===== src/hdl/tbp_pkg.sv =====
// ----------------------------------------------------------------------------
// tbp_pkg
// Shared types and constants of the track box post-processor.
// ----------------------------------------------------------------------------
package tbp_pkg;

  localparam int FRAME_W  = 24;
  localparam int COORD_W  = 32;
  localparam int SCORE_W  = 17;
  localparam int STRIDE_W = 16;
  localparam int CFG_IDX_W  = 3;
  localparam int CFG_DATA_W = 17;

  // Q1.16 unity
  localparam logic [SCORE_W-1:0] Q_ONE = 17'd65536;

  // Result queue
  localparam int FIFO_DEPTH = 4;
  localparam int PTR_W      = $clog2(FIFO_DEPTH);
  localparam int LEVEL_W    = $clog2(FIFO_DEPTH + 1);

  // Result kinds
  localparam logic KIND_KEY   = 1'b0;
  localparam logic KIND_RANGE = 1'b1;

  // Box lane order
  localparam int LANE_X = 0;
  localparam int LANE_Y = 1;
  localparam int LANE_W = 2;
  localparam int LANE_H = 3;

  typedef enum logic [CFG_IDX_W-1:0] {
    REG_LOST_THRESHOLD   = 3'd0,
    REG_HOLD_ENABLE      = 3'd1,
    REG_SMOOTHING_WEIGHT = 3'd2,
    REG_TRACK_SIZE       = 3'd3,
    REG_KEY_INTERVAL     = 3'd4
  } reg_idx_e;

  typedef logic signed [COORD_W-1:0] coord_t;
  typedef coord_t [3:0] box_t;

  typedef struct packed {
    logic [SCORE_W-1:0]  lost_threshold;
    logic                hold_enable;
    logic [SCORE_W-1:0]  smoothing_weight;
    logic                track_size;
    logic [STRIDE_W-1:0] key_interval;
  } cfg_t;

  typedef struct packed {
    logic [FRAME_W-1:0] frame_number;
    box_t               box;
    logic [SCORE_W-1:0] score;
    logic               final_sample;
  } item_t;

  typedef struct packed {
    logic               kind;
    logic [FRAME_W-1:0] frame_start;
    logic [FRAME_W-1:0] frame_end;
    box_t               box;
    logic               run_last;
  } result_t;

  // Up to two results produced by one sample, in delivery order
  typedef struct packed {
    logic [1:0] count;
    result_t    first;
    result_t    second;
  } push_t;

endpackage


===== src/hdl/tbp_fifo.sv =====
// ----------------------------------------------------------------------------
// tbp_fifo
// Small result queue taking up to two results a cycle, giving one.
// ----------------------------------------------------------------------------
module tbp_fifo (
  input  logic                         clk,
  input  logic                         rst,
  input  tbp_pkg::push_t               push,
  input  logic                         pop,
  output tbp_pkg::result_t             head,
  output logic                         head_valid,
  output logic [tbp_pkg::LEVEL_W-1:0]  level
);

  tbp_pkg::result_t              mem [tbp_pkg::FIFO_DEPTH];
  logic [tbp_pkg::PTR_W-1:0]     wptr;
  logic [tbp_pkg::PTR_W-1:0]     rptr;
  logic [tbp_pkg::PTR_W-1:0]     wptr_second;
  logic [tbp_pkg::LEVEL_W-1:0]   level_next;
  logic                          pop_ok;

  assign head_valid  = (level != '0);
  assign head        = mem[rptr];
  assign pop_ok      = pop && head_valid;
  assign wptr_second = wptr + tbp_pkg::PTR_W'(1);
  assign level_next  = level + tbp_pkg::LEVEL_W'(push.count)
                             - tbp_pkg::LEVEL_W'(pop_ok);

  always_ff @(posedge clk) begin
    if (push.count != 2'd0) begin
      mem[wptr] <= push.first;
    end
    if (push.count == 2'd2) begin
      mem[wptr_second] <= push.second;
    end
  end

  always_ff @(posedge clk) begin
    if (rst) begin
      wptr  <= '0;
      rptr  <= '0;
      level <= '0;
    end else begin
      wptr  <= wptr + tbp_pkg::PTR_W'(push.count);
      rptr  <= rptr + tbp_pkg::PTR_W'(pop_ok);
      level <= level_next;
    end
  end

endmodule


===== config.mk =====
export PLATFORM = sky130hd
export DESIGN_NAME = tbp_fifo
export DESIGN_NICKNAME = d
export VERILOG_FILES = /design/src/hdl/tbp_pkg.sv /design/src/hdl/tbp_fifo.sv
export SDC_FILE = /design/constraint.sdc
export NUM_CORES = 1
export LEC_CHECK = 0
export BUFFER_PORTS_ARGS = -buffer_cell sky130_fd_sc_hd__buf_2
export CAP_MARGIN = 25
export CORE_MARGIN = 10
export CORE_UTILIZATION = 50
export CTS_BUF_LIST = sky130_fd_sc_hd__clkbuf_16
export CTS_CLUSTER_SIZE = 8
export DETAILED_ROUTE_END_ITERATION = 6
export PLACE_DENSITY = 0.72
export SLEW_MARGIN = 20
export SYNTH_ARGS = -nofsm -noshare
export SYNTH_HDL_FRONTEND = slang
export SYNTH_SLANG_ARGS = --single-unit

===== constraint.sdc =====
create_clock -name clk -period 24.5 [get_ports clk]
set_clock_uncertainty 0.05 [all_clocks]
set_input_delay 6.125 -clock clk [delete_from_list [all_inputs] [get_ports clk]]
set_output_delay 6.125 -clock clk [all_outputs]
set_load 0.02 [all_outputs]

==> metrics <==
cell chosen for the clock root clkbuf_16; standard cell area after detailed placement 38100 um^2; worst slew slack as a fraction of its limit 0.323; GRT overflow 0; IO Count 543; total clock buffers created by CTS 99; Setup CP Type register to output pin; std cell rows 96; 1st-iter DRT viols 1336; result of the run finished clean; initial standard-cell utilization of the core 0.505; power density over the cells 88.2 nW/um^2; max-capacitance violation count 0; post-layout instance area 40900 um^2; final hold slack 0.690 ns; cell-by-cell listing of the critical path buf_16 -> buf_4 -> buf_16 -> mux4_2 -> buf_2; post-synthesis register bit count 719; capturing element type of the critical path output pin; Worst R2R Setup Slack 20.78 ns; endpoint of the worst register-to-register path mem[3][85]; part of the Yosys area used for sequential elements 0.622; total length of routed wires 90300 um; start point of the worst min-delay path rptr[0]; RSZ-0062 raised after global routing false; cell area after synthesis 34600 um^2; die footprint 80200 um^2; area share of the largest cell type after synthesis 0.618; fraction of final layout cells with drive strength greater than 1 0.676; Bufs on Longest Clock Path 3; buffers inserted during post-CTS setup optimization 0; type of the tightest min-delay check register to register; Placeable Area 68600 um^2; pin count of the biggest net entering global routing 93; most numerous cell types in the synthesized netlist 714 x mux2_2, 712 x edfxtp_1, 178 x mux4_2; Resize count post-CTS 0; Post-synth EDFFs 712; Achievable Freq 109 MHz; yosys synthesis warning count 0; dominant cell type by area after synthesis edfxtp_1; origin of the critical flop-to-flop path wptr[1]; delay contributed by the slowest stage of the critical path 0.57 ns; number of pins with negative max-slew slack in the final report 0; worst slew pin tran 1.02 ns; crit path launch type register; Worst Setup Slack post-DPL 15.10 ns; IO buf count 542; first-pass GRT wire length 134000 um; detailed-route via count 19400; clock tree sinks 719; Post-synth top flop edfxtp_1; number of antenna violations at the first check in global routing 52; H-tree lvl count 3; Hold Path End rptr[0]; cell types occupying the most area after synthesis edfxtp_1 62%, mux2_2 23%, mux4_2 12%; die height 283 um; antenna viol nets, final 0; Clk pin slew, worst setup/hold paths 0.05 ns; Post-route DRC 0; VDD IR-drop max 0.0000553 V; per-cell via count in the routed design 5.85; # setup viols final 0; Cells after Synth 1766; total routing usage reported by global routing 0.219; most instantiated library cell after synthesis mux2_2; number of library cell types mapped by synthesis 26; via count of the first global-routing pass 20800; quantity of hold-fixing buffers added after cts 0; clock network latency to the later pin of the worst-skew pair 0.63 ns; final number of hold-violating endpoints 0; Syn Nets 2131; DPL Wire Length 55500 um; setup TNS 0 ns; fraction of synthesis flops using an asynchronous set or reset pin 0; r2r worst-path depth 4; critical path fanouts, max 33; Post-Synthesis Mean Instance Area 19.6 um^2; 1st-pass router iterations 7; cell occurring most often along the worst timing path buf_16; Final Critical Period 9.17 ns; cell with the largest stage delay on the worst path mux4_2; Avg WL per Cell 27.3 um; CP arrival 2.99 ns; growth of design area from synthesis to finish 18.3%; die boundary width 283 um; final setup margin 15.33 ns; number of nets in the layout 2691; weighted congestion reported at the end of routability-driven placement 0.782; final cycle utilization of the critical path 0.374; hold path cells 2; Leak Pwr 14.3 nW; TritonCTS clock tree done; worst path required time 18.33 ns
[cells in the final DEF, fill, tap and decap left out, drive strengths merged, types with 2 or more instances in the layout]
cell,instances
dfxtp,7
mux2i,2
nor2,6
mux4,178
clkbuf,100
diode,31
nor2b,5
o21bai,2
mux2,714
ha,3
buf,580
edfxtp,712
xnor3,2
inv,24
[how the worst max path moves through the flow]
stage	startpoint	end	slack [ns]	cells past startpoint
floorplan	push[357]	mem[0][0]	4.71	3
global placement	push[356]	mem[1][96]	15.05	5
detailed placement	push[356]	mem[3][96]	15.10	5
CTS	rptr[0]	head[124]	14.74	3
global route	rptr[0]	head[62]	15.12	5
finish	rptr[0]	head[62]	15.33	5
[final cells by class]
| type | count | area [um^2] |
|---|---|---|
| clock buffer | 100 | 2500 |
| fill | 5129 | 27600 |
| timing repair buffer | 580 | 3140 |
| antenna | 31 | 77.6 |
| tap | 931 | 1160 |
| inverter | 4 | 15.0 |
| sequential | 719 | 21500 |
| clock inverter | 21 | 129 |
| multi-input combinational | 922 | 12400 |
[power breakdown]
group          switching (W)  internal [W]
registers          0.0000398       0.00152
logic               0.000491      0.000365
clock network       0.000485      0.000716
total                0.00102       0.00260
[stage by stage]
step                utilization  std cells  power, W
floorplan                     -       1766   0.00218
global placement          0.555       3149   0.00242
detailed placement        0.556       3152   0.00244
CTS                       0.594       3273   0.00365
global route              0.597       3301   0.00375
finish                    0.597       3308   0.00361
[sequential cells by signal, indices dropped and copies added, names as in the netlist]
name and flops:
mem 712, wptr 2, level 3, rptr 2
[critical path, delay by kind of cell, from the launching register on]
family	cells	cell delay [ns]
buffers and inverters	4	1.18
muxes	1	0.57
DFF	1	0.55
[cells by family after synthesis]
| kind of cell | Yosys count | synth area share |
|---|---|---|
| muxes | 894 | 0.349 |
| adders and majority gates | 4 | 0.00166 |
| DFF | 719 | 0.622 |
| AOI/OAI and AO/OA | 5 | 0.00105 |
| and+or+nand+nor | 17 | 0.00351 |
| xor gates and xnor gates | 2 | 0.00130 |
| buffers and inverters | 125 | 0.0222 |
[routing by layer]
metal	global-route usage	part of all wire	wire length, um
met5	0	0.0026	239
met4	0.0818	0.029	2660
met3	0.0651	0.079	7170
met2	0.365	0.50	45400
met1	0.267	0.39	34800
No activity file was read; power rests on OpenSTA's default activity.
